[src/sv/hsv_pkg.sv]
// shared types, constants and helpers for the hsv to rgb converter
`default_nettype none
package hsv_pkg;

  localparam logic [16:0] ONE_Q16    = 17'd65536;
  localparam logic [7:0]  FULL_SCALE = 8'd255;

  localparam int QUEUE_DEPTH = 4;
  localparam int QUEUE_AW    = $clog2(QUEUE_DEPTH);

  // channel permutation codes, one per sextant
  localparam logic [2:0] PERM_VTP = 3'd0;
  localparam logic [2:0] PERM_QVP = 3'd1;
  localparam logic [2:0] PERM_PVT = 3'd2;
  localparam logic [2:0] PERM_PQV = 3'd3;
  localparam logic [2:0] PERM_TPV = 3'd4;
  localparam logic [2:0] PERM_VPQ = 3'd5;

  typedef struct packed {
    logic [16:0] s;
    logic [16:0] v;
    logic [15:0] f;
    logic [2:0]  perm;
  } hsv_work_t;

  function automatic logic [7:0] to_byte(input logic [16:0] x);
    logic [24:0] scaled;
    scaled = 25'(x) * 25'(FULL_SCALE);
    if (scaled[24:16] > 9'(FULL_SCALE)) begin
      return FULL_SCALE;
    end
    return scaled[23:16];
  endfunction

endpackage
`default_nettype wire

[src/sv/hsv_to_rgb_converter.sv]
// top level of the hsv to rgb converter
// a word pushed is written into the queue, then passes pipeline registers s1, s2 and s3 to the result ports
// sustained rate one word per cycle while pop keeps up with the results; the pipeline has three multiply stages
// a four-word queue between front end and pipeline absorbs result stalls
// synchronous reset empties the queue and the pipeline
`default_nettype none
module hsv_to_rgb_converter
  import hsv_pkg::*;
(
  input  logic        clk,
  input  logic        rst,
  input  logic        push,
  output logic        full,
  input  logic [16:0] hue,
  input  logic [16:0] saturation,
  input  logic [16:0] brightness,
  output logic        empty,
  input  logic        pop,
  output logic [7:0]  red,
  output logic [7:0]  green,
  output logic [7:0]  blue
);

  hsv_work_t front_word;
  hsv_work_t head_word;
  logic      head_valid;
  logic      head_take;

  hsv_front u_front (
    .hue        (hue),
    .saturation (saturation),
    .brightness (brightness),
    .word       (front_word)
  );

  hsv_queue u_queue (
    .clk       (clk),
    .rst       (rst),
    .wr_en     (push),
    .wr_word   (front_word),
    .full      (full),
    .rd_en     (head_take),
    .rd_word   (head_word),
    .not_empty (head_valid)
  );

  hsv_back u_back (
    .clk        (clk),
    .rst        (rst),
    .head       (head_word),
    .head_valid (head_valid),
    .head_take  (head_take),
    .pop        (pop),
    .empty      (empty),
    .red        (red),
    .green      (green),
    .blue       (blue)
  );

endmodule
`default_nettype wire

[src/sv/hsv_front.sv]
// front end: clamps saturation and brightness, splits hue into sextant and fraction, picks permutation
`default_nettype none
module hsv_front
  import hsv_pkg::*;
(
  input  logic [16:0] hue,
  input  logic [16:0] saturation,
  input  logic [16:0] brightness,
  output hsv_work_t   word
);

  logic [19:0] h6;
  logic [3:0]  sext;

  assign h6   = {1'b0, hue, 2'b00} + {2'b00, hue, 1'b0};
  assign sext = h6[19:16];

  always_comb begin
    word.s = (saturation > ONE_Q16) ? ONE_Q16 : saturation;
    word.v = (brightness > ONE_Q16) ? ONE_Q16 : brightness;
    word.f = h6[15:0];
    unique case (sext)
      4'd0:    word.perm = PERM_VTP;
      4'd1:    word.perm = PERM_QVP;
      4'd2:    word.perm = PERM_PVT;
      4'd3:    word.perm = PERM_PQV;
      4'd4:    word.perm = PERM_TPV;
      default: word.perm = PERM_VPQ;
    endcase
  end

endmodule
`default_nettype wire

[src/sv/hsv_queue.sv]
// short queue between front end and arithmetic pipeline
`default_nettype none
module hsv_queue
  import hsv_pkg::*;
(
  input  logic      clk,
  input  logic      rst,
  input  logic      wr_en,
  input  hsv_work_t wr_word,
  output logic      full,
  input  logic      rd_en,
  output hsv_work_t rd_word,
  output logic      not_empty
);

  hsv_work_t               entries [QUEUE_DEPTH];
  logic [QUEUE_AW-1:0]     wptr;
  logic [QUEUE_AW-1:0]     rptr;
  logic [QUEUE_AW:0]       count;
  logic                    do_wr;
  logic                    do_rd;

  assign full      = (count == (QUEUE_AW + 1)'(QUEUE_DEPTH));
  assign not_empty = (count != '0);
  assign do_wr     = wr_en && !full;
  assign do_rd     = rd_en && not_empty;
  assign rd_word   = entries[rptr];

  always_ff @(posedge clk) begin
    if (rst) begin
      wptr  <= '0;
      rptr  <= '0;
      count <= '0;
    end else begin
      if (do_wr) begin
        wptr <= wptr + 1'b1;
      end
      if (do_rd) begin
        rptr <= rptr + 1'b1;
      end
      if (do_wr && !do_rd) begin
        count <= count + 1'b1;
      end else if (do_rd && !do_wr) begin
        count <= count - 1'b1;
      end
    end
  end

  always_ff @(posedge clk) begin
    if (do_wr) begin
      entries[wptr] <= wr_word;
    end
  end

endmodule
`default_nettype wire

[src/sv/hsv_back.sv]
// back end: three-stage elastic pipeline forming p, q, t and the byte channels
`default_nettype none
module hsv_back
  import hsv_pkg::*;
(
  input  logic      clk,
  input  logic      rst,
  input  hsv_work_t head,
  input  logic      head_valid,
  output logic      head_take,
  input  logic      pop,
  output logic      empty,
  output logic [7:0] red,
  output logic [7:0] green,
  output logic [7:0] blue
);

  logic        s1_valid;
  logic [16:0] s1_v;
  logic [2:0]  s1_perm;
  logic [16:0] s1_p;
  logic [15:0] s1_sf;
  logic [16:0] s1_snf;

  logic        s2_valid;
  logic [16:0] s2_v;
  logic [2:0]  s2_perm;
  logic [16:0] s2_p;
  logic [16:0] s2_q;
  logic [16:0] s2_t;

  logic        s3_valid;
  logic [7:0]  s3_r;
  logic [7:0]  s3_g;
  logic [7:0]  s3_b;

  logic        s1_load;
  logic        s2_load;
  logic        s3_load;

  logic [16:0] one_minus_s;
  logic [16:0] one_minus_f;
  logic [33:0] p_prod;
  logic [32:0] sf_prod;
  logic [33:0] snf_prod;
  logic [33:0] q_prod;
  logic [33:0] t_prod;
  logic [16:0] sel_r;
  logic [16:0] sel_g;
  logic [16:0] sel_b;

  assign s3_load   = !s3_valid || pop;
  assign s2_load   = !s2_valid || s3_load;
  assign s1_load   = !s1_valid || s2_load;
  assign head_take = head_valid && s1_load;

  // stage one: v*(1-s), s*f, s*(1-f)
  assign one_minus_s = ONE_Q16 - head.s;
  assign one_minus_f = ONE_Q16 - {1'b0, head.f};
  assign p_prod      = 34'(head.v) * 34'(one_minus_s);
  assign sf_prod     = 33'(head.s) * 33'(head.f);
  assign snf_prod    = 34'(head.s) * 34'(one_minus_f);

  // stage two: q and t
  assign q_prod = 34'(s1_v) * 34'(ONE_Q16 - {1'b0, s1_sf});
  assign t_prod = 34'(s1_v) * 34'(ONE_Q16 - s1_snf);

  // stage three: permutation and scaling to bytes
  always_comb begin
    unique case (s2_perm)
      PERM_VTP: begin sel_r = s2_v; sel_g = s2_t; sel_b = s2_p; end
      PERM_QVP: begin sel_r = s2_q; sel_g = s2_v; sel_b = s2_p; end
      PERM_PVT: begin sel_r = s2_p; sel_g = s2_v; sel_b = s2_t; end
      PERM_PQV: begin sel_r = s2_p; sel_g = s2_q; sel_b = s2_v; end
      PERM_TPV: begin sel_r = s2_t; sel_g = s2_p; sel_b = s2_v; end
      default:  begin sel_r = s2_v; sel_g = s2_p; sel_b = s2_q; end
    endcase
  end

  always_ff @(posedge clk) begin
    if (rst) begin
      s1_valid <= 1'b0;
      s2_valid <= 1'b0;
      s3_valid <= 1'b0;
    end else begin
      if (s1_load) begin
        s1_valid <= head_valid;
      end
      if (s2_load) begin
        s2_valid <= s1_valid;
      end
      if (s3_load) begin
        s3_valid <= s2_valid;
      end
    end
  end

  always_ff @(posedge clk) begin
    if (head_take) begin
      s1_v    <= head.v;
      s1_perm <= head.perm;
      s1_p    <= p_prod[32:16];
      s1_sf   <= sf_prod[31:16];
      s1_snf  <= snf_prod[32:16];
    end
    if (s2_load && s1_valid) begin
      s2_v    <= s1_v;
      s2_perm <= s1_perm;
      s2_p    <= s1_p;
      s2_q    <= q_prod[32:16];
      s2_t    <= t_prod[32:16];
    end
    if (s3_load && s2_valid) begin
      s3_r <= to_byte(sel_r);
      s3_g <= to_byte(sel_g);
      s3_b <= to_byte(sel_b);
    end
  end

  assign empty = !s3_valid;
  assign red   = s3_r;
  assign green = s3_g;
  assign blue  = s3_b;

endmodule
`default_nettype wire

[config.mk]
export PLATFORM = sky130hd
export DESIGN_NAME = hsv_to_rgb_converter
export DESIGN_NICKNAME = d
export VERILOG_FILES = /design/src/sv/hsv_pkg.sv /design/src/sv/hsv_to_rgb_converter.sv /design/src/sv/hsv_front.sv /design/src/sv/hsv_queue.sv /design/src/sv/hsv_back.sv
export SDC_FILE = /design/constraint.sdc
export NUM_CORES = 2
export LEC_CHECK = 0
export ABC_CLOCK_PERIOD_IN_PS = 9900
export BUFFER_PORTS_ARGS = -buffer_cell sky130_fd_sc_hd__buf_2
export CORE_MARGIN = 8
export CORE_UTILIZATION = 50
export CTS_BUF_LIST = sky130_fd_sc_hd__clkbuf_4 sky130_fd_sc_hd__clkbuf_8 sky130_fd_sc_hd__clkbuf_16
export DETAILED_ROUTE_END_ITERATION = 10
export PLACE_DENSITY = 0.65
export SYNTH_ARGS = -nofsm -noshare
export SYNTH_HDL_FRONTEND = slang
export SYNTH_HIERARCHICAL = 1
export SYNTH_SLANG_ARGS = --single-unit
[constraint.sdc]
create_clock -name clk -period 9.9 [get_ports clk]
set_input_delay 0 -clock clk [delete_from_list [all_inputs] [get_ports clk]]
set_output_delay 0 -clock clk [all_outputs]
set_load 0.01 [all_outputs]
; ---- Yosys cells after proc, flatten, opt, wreduce, memory -nomap -nowiden
; Memory sizes are Yosys's and may differ from the RTL's. A register that Yosys moved wholly into a read port is not among the register bits.
; Index checks and enable logic that the tools add are counted.
[totals]
regBits = 175
ram_bits = 212
in_bits = 55
word_cells = 99
n_memories = 1
[op_classes]
add_sub_neg = 9
n_mul = 8
order_cmp = 5
n_eq_ne = 9
mux = 24
reduce_logical = 24
[memory_table]
columns = memory, depth, word_bits, rd, rd_ports_with_merged_regs, write_ports, line
row1 = u_queue.entries, 4, 53, 1, 1, 1, hsv_queue.sv:16  ; hsv_work_t entries [QUEUE_DEPTH];
[op_table]
columns = op, count
row1 = $pmux 17 s3, 3
row2 = $mul 17x8->25 const B, 3
row3 = $mul 17x34->33, 2
row4 = $mul 17x17->33, 2
row5 = $mux 8, 6
row6 = $gt 17x17->1 const B, 2
row7 = $mux 17, 2
row8 = $mul 17x16->32, 1
row9 = $gt 9x8->1 const B, 3
row10 = $add 19x18->20, 1
row11 = $sub 17x16->18 const A, 1
row12 = $sub 17x17->18 const A, 1
row13 = $sub 17x16->17 const A, 1
row14 = $sub 17x17->17 const A, 1
row15 = $pmux 3 s5, 1
row16 = $eq 4x2->1 const B, 2
row17 = $mux 1, 8
row18 = $reduce_or 2->1, 4
row19 = $logic_and 1x1->1, 7
row20 = $eq 3x2->1 const B, 2
row21 = $eq 3x3->1 const B, 2
row22 = $logic_not 1->1, 6
row23 = $mux 3, 2
row24 = $add 2x1->2 const B, 2
row25 = other kinds (11), 14

; ---- Longest topological paths before layout
[depth]
word_depth = 9
mapped_depth = 35

; ---- By module
; The synthesis kept the hierarchy.
[by_module_without_submodules]
columns = mod, n_inst, cells_each, area_per_inst_um2, seq_area_each_um2
row1 = hsv_back, 1, 6706, 61392.6, 5014.8
row2 = hsv_queue, 1, 325, 8180.3, 6546.3
row3 = hsv_front, 1, 167, 1182.4, 0.0

; ---- Least setup slack after synthesis
; Ideal clock, no wire load.
[synth_timing]
kind = reg-to-reg
start = register (tool-made name)
end = register u_back.s1_snf[16] (data pin)
t_arrival_ns = 7.952
setup_slack_ns = 1.691
stages_incl_launch_ff = 33
n_path_buf = 5
synth_period_minus_slack_ns = 8.209
cell_sequence = dfxtp_1 -> buf_6 -> buf_12 -> mux4_2 -> clkbuf_1 -> clkbuf_1 -> inv_1 -> ha_1 -> nand2_1 -> nor3_1 -> nand2b_1 -> nor4_1 -> xnor2_1 -> clkbuf_1 -> nand2_1 -> fa_1 -> fa_1 -> fa_1 -> inv_1 -> fa_1 -> fa_1 -> inv_1 -> fa_1 -> inv_1 -> ha_1 -> nand3_1 -> o211ai_1 -> or3_1 -> o221ai_1 -> o211a_1 -> o21ba_2 -> o311a_1 -> xnor2_1
[synth_rtl]
columns = element, line
row1 = "end signal, assigned", hsv_back.sv:104  ; s1_snf <= snf_prod[32:16];
row2 = "end, declared", hsv_back.sv:23  ; logic [16:0] s1_snf;

==> impl_metrics.toml <==
[final_layout]
final_layout_size_suffix_gt1_share_pct = 5.881
fin_area_mm2 = 0.07520
fin_nets = 9239
syn2layout_area_growth_pct = 6.285

[floorplanning]
ioPinCount = 81
die_h_um = 392.2
core_area_mm2 = 0.1411
num_rows = 138
die_w_um = 392.2
die_area_mm2 = 0.1538
start_util_pct = 50.16

[setup_path]
cp.arrival_ns = 9.41
crit_required_ns = 10.28
path_class = "register to register"
worstPathMaxFanout = 19
crit_path_start_kind = "register"
end_kind = "register"

[route]
drt_iter0_drc = 2907
route.met2.wl_um = 78490
drc = 0
wl_per_cell_um = 18.18
via_per_inst = 5.278
met3_length_um = 9905
vias = 48120
top_layer = "met4"
m1WireLength_um = 72910
totalWireLength_um = 165800
ant_nets = 0
firstDrtPassIters = 5

[synth]
synthArstFlopShare_pct = 0
syn-cell-area_mm2 = 0.07076
synth_edf_count = 377
syn-num-nets = 9244
synth_cell_types = 101
ys_ff_latch = 389
syn-instance-count = 7198
yosys_warnings = 6
yosysSeqAreaShare_pct = 16.34
synth_ff_type = "edfxtp_1"
syn_avg_cell_area_um2 = 9.830

[outcome]
status = "completed"

[clocking]
clk_latency_ns = 0.64
htreeDepth = 2
clock-root-buffer = "clkbuf_16"
cts_buffers = 44
cts_sinks = 389
postCtsSetupBuffers = 0
clockBufferDepth = 3
cts_tree = "yes"
clk_transition_reported_paths_ns = 0.06

[job]
maxCapViolCount = 0

[sta]
final.min_clock_period_ns = 9.037
setup_viol = 0
tightest_slew_ns = 1.278
hold_viol = 0
maxSlewViolCount = 0
skew_ns = 0.03974
post-route-period-util_pct = 91.28
slew_headroom_pct = 13.88
rsz0062_at_grt = "no"
fmax_ghz = 0.1107
fin_setup_tns_ns = 0

[place]
post_dp_cell_area_mm2 = 0.07324
place.gp.congestion = 0.8869
dp_hpwl_um = 128300
io_buffers = 80

[grt]
grt_start_max_net_pins = 83
grt_pass1_vias = 52040
antenna_found_initial = 5
grtUsageTotal_pct = 22.15
grt_overflow = 0
grt_pass1_wl_um = 273900

[hold_path]
min_path_type = "input port to register"
routing by layer:
layer / global-route usage (%) / vias up
li1: - / 21920
met1: 30.62 / 24520
met2: 37.31 / 1392
met3: 2.496 / 293
met4: 5.963 / 0
met5: 0 / -
cells by family after synthesis:
| logic type | share of synthesized area [%] |
|---|---|
| xor gates and xnor gates | 2.902 |
| adders and majority gates | 49.08 |
| DFF | 16.34 |
| other | 0.005300 |
| muxes | 2.966 |
| AOI/OAI and AO/OA | 4.601 |
| and+or+nand+nor | 13.14 |
| buffers and inverters | 10.97 |
timing repair:
action,CTS,global route
resized for setup,0,0
hold buffers,50,0
hold endpoints to repair,189,0
sequential cells by signal, summed over array words and instances, names as in the netlist, named ones only:
signal and flops:
u_queue/count 3, u_back/green 8, u_queue/entries 212, u_back/s2_p 17, u_back/s2_valid 1, u_queue/rptr 2, u_back/red 8, u_back/s2_perm 3
u_back/s2_q 17, u_back/s1_v 17, u_back/s2_t 17, u_back/s3_valid 1, u_back/s1_snf 17, u_back/blue 8, u_back/s1_perm 3, u_back/s1_valid 1
u_back/s2_v 17, u_back/s1_p 17, u_back/s1_sf 16, u_queue/wptr 2
cells in the final DEF (no fill, tap or decap), drive strengths merged, types with 7 or more instances in the layout:
cell,synthesis,routed
o221a,7,7
nand3,36,36
nor3,42,42
and3,20,20
o21bai,18,18
nor4,23,23
nand2b,30,30
mux4,53,53
nand2,1008,1008
o21ai,95,95
ha,688,688
fa,1303,1303
o31ai,8,8
dlygate4sd3,0,50
buf,56,201
mux2i,60,60
o22a,11,11
a211oi,32,32
nor2b,63,63
clkbuf,246,50
xnor2,155,155
o211ai,21,21
nand4,15,15
and2,498,498
o22ai,11,11
clkinv,0,19
o21a,19,19
and4,10,10
a31oi,11,11
nor3b,8,8
dfxtp,12,12
a21oi,136,136
mux2,26,26
or2,15,15
a21o,49,49
edfxtp,377,377
xor2,75,75
or3,18,18
nor2,126,126
inv,1730,1733
synth_stat cells, types with 19 or more instances:
cell,n,area [um2]
nor4_1,22,137.6
and2_1,498,3115
nand3_1,36,180.2
a21oi_1,131,655.6
xor2_1,74,648.1
nor3_1,41,205.2
buf_1,29,108.9
nor2_1,124,465.5
mux2i_1,60,600.6
o211ai_1,20,150.1
and3_1,20,125.1
nand2_1,1006,3776
xnor2_1,154,1349
clkbuf_1,246,923.4
nor2b_1,63,394.1
edfxtp_1,377,11320
inv_1,1730,6494
ha_1,688,8608
a211oi_1,31,232.7
o21ai_0,82,410.4
fa_1,1303,26090
mux2_2,26,292.8
nand2b_1,30,187.7
mux4_2,50,1126
o21a_1,19,142.6
a21o_1,49,367.9
worst max-delay path, cell delays in order, from the launching register on:
cell and delay (ns):
dfxtp_2 0.71, buf_4 0.39, mux4_2 0.35, or3_1 0.45, or3_4 0.43, nor4b_4 0.26, xor2_2 0.76, and2_1 0.26
fa_1 0.43, fa_1 0.46, fa_1 0.51, fa_1 0.43, fa_1 0.49, inv_1 0.05, fa_1 0.47, inv_1 0.04
ha_1 0.35, a211oi_1 0.28, o211ai_1 0.16, a211oi_1 0.29, o22ai_1 0.17, a211oi_1 0.32, nor3_1 0.09, a211oi_1 0.36
o21bai_1 0.13, xnor2_1 0.13
final timing paths:
kind | from | to | slack [ns] | depth (start not counted)
setup / recovery | register | u_back/s1_p[16] | 0.86 | 25
hold / removal | hue[8] | u_queue/entries[1][12] | 0.05 | 3
setup reg to reg | register | u_back/s1_p[16] | 0.86 | 25
hold reg to reg | u_back/s1_p[0] | u_back/s2_p[0] | 0.41 | 0
through the flow:
| stage | setup slack [ns] | hold slack [ns] | utilization [%] | instances |
|---|---|---|---|---|
| after CTS | 0.7714 | 0.001119 | 53.31 | 9117 |
| after detailed placement | 0.7436 | 0.2473 | 51.92 | 8987 |
| after floorplan | 1.691 | 0.07238 | - | 7198 |
| after global routing | 0.2262 | 0.05786 | 53.31 | 9117 |
| final | 0.8631 | 0.04774 | 53.31 | 9118 |
| after global placement | 0.9467 | 0.2341 | 51.92 | 8987 |
cell type report:
type / instances / area, um2
fillers: 12670 / 65870
clock inverters: 30 / 305.3
multi-input cells: 4777 / 51500
flip-flops and latches: 389 / 11570
repair buffers: 251 / 1822
well taps: 1890 / 2365
clock buffers: 50 / 1152
diodes: 1 / 2.502
inverters: 1730 / 6494
Power is left out: the tool's default activity adds up to more than one toggle a clock period on the data nets, which glitch-free logic cannot reach.
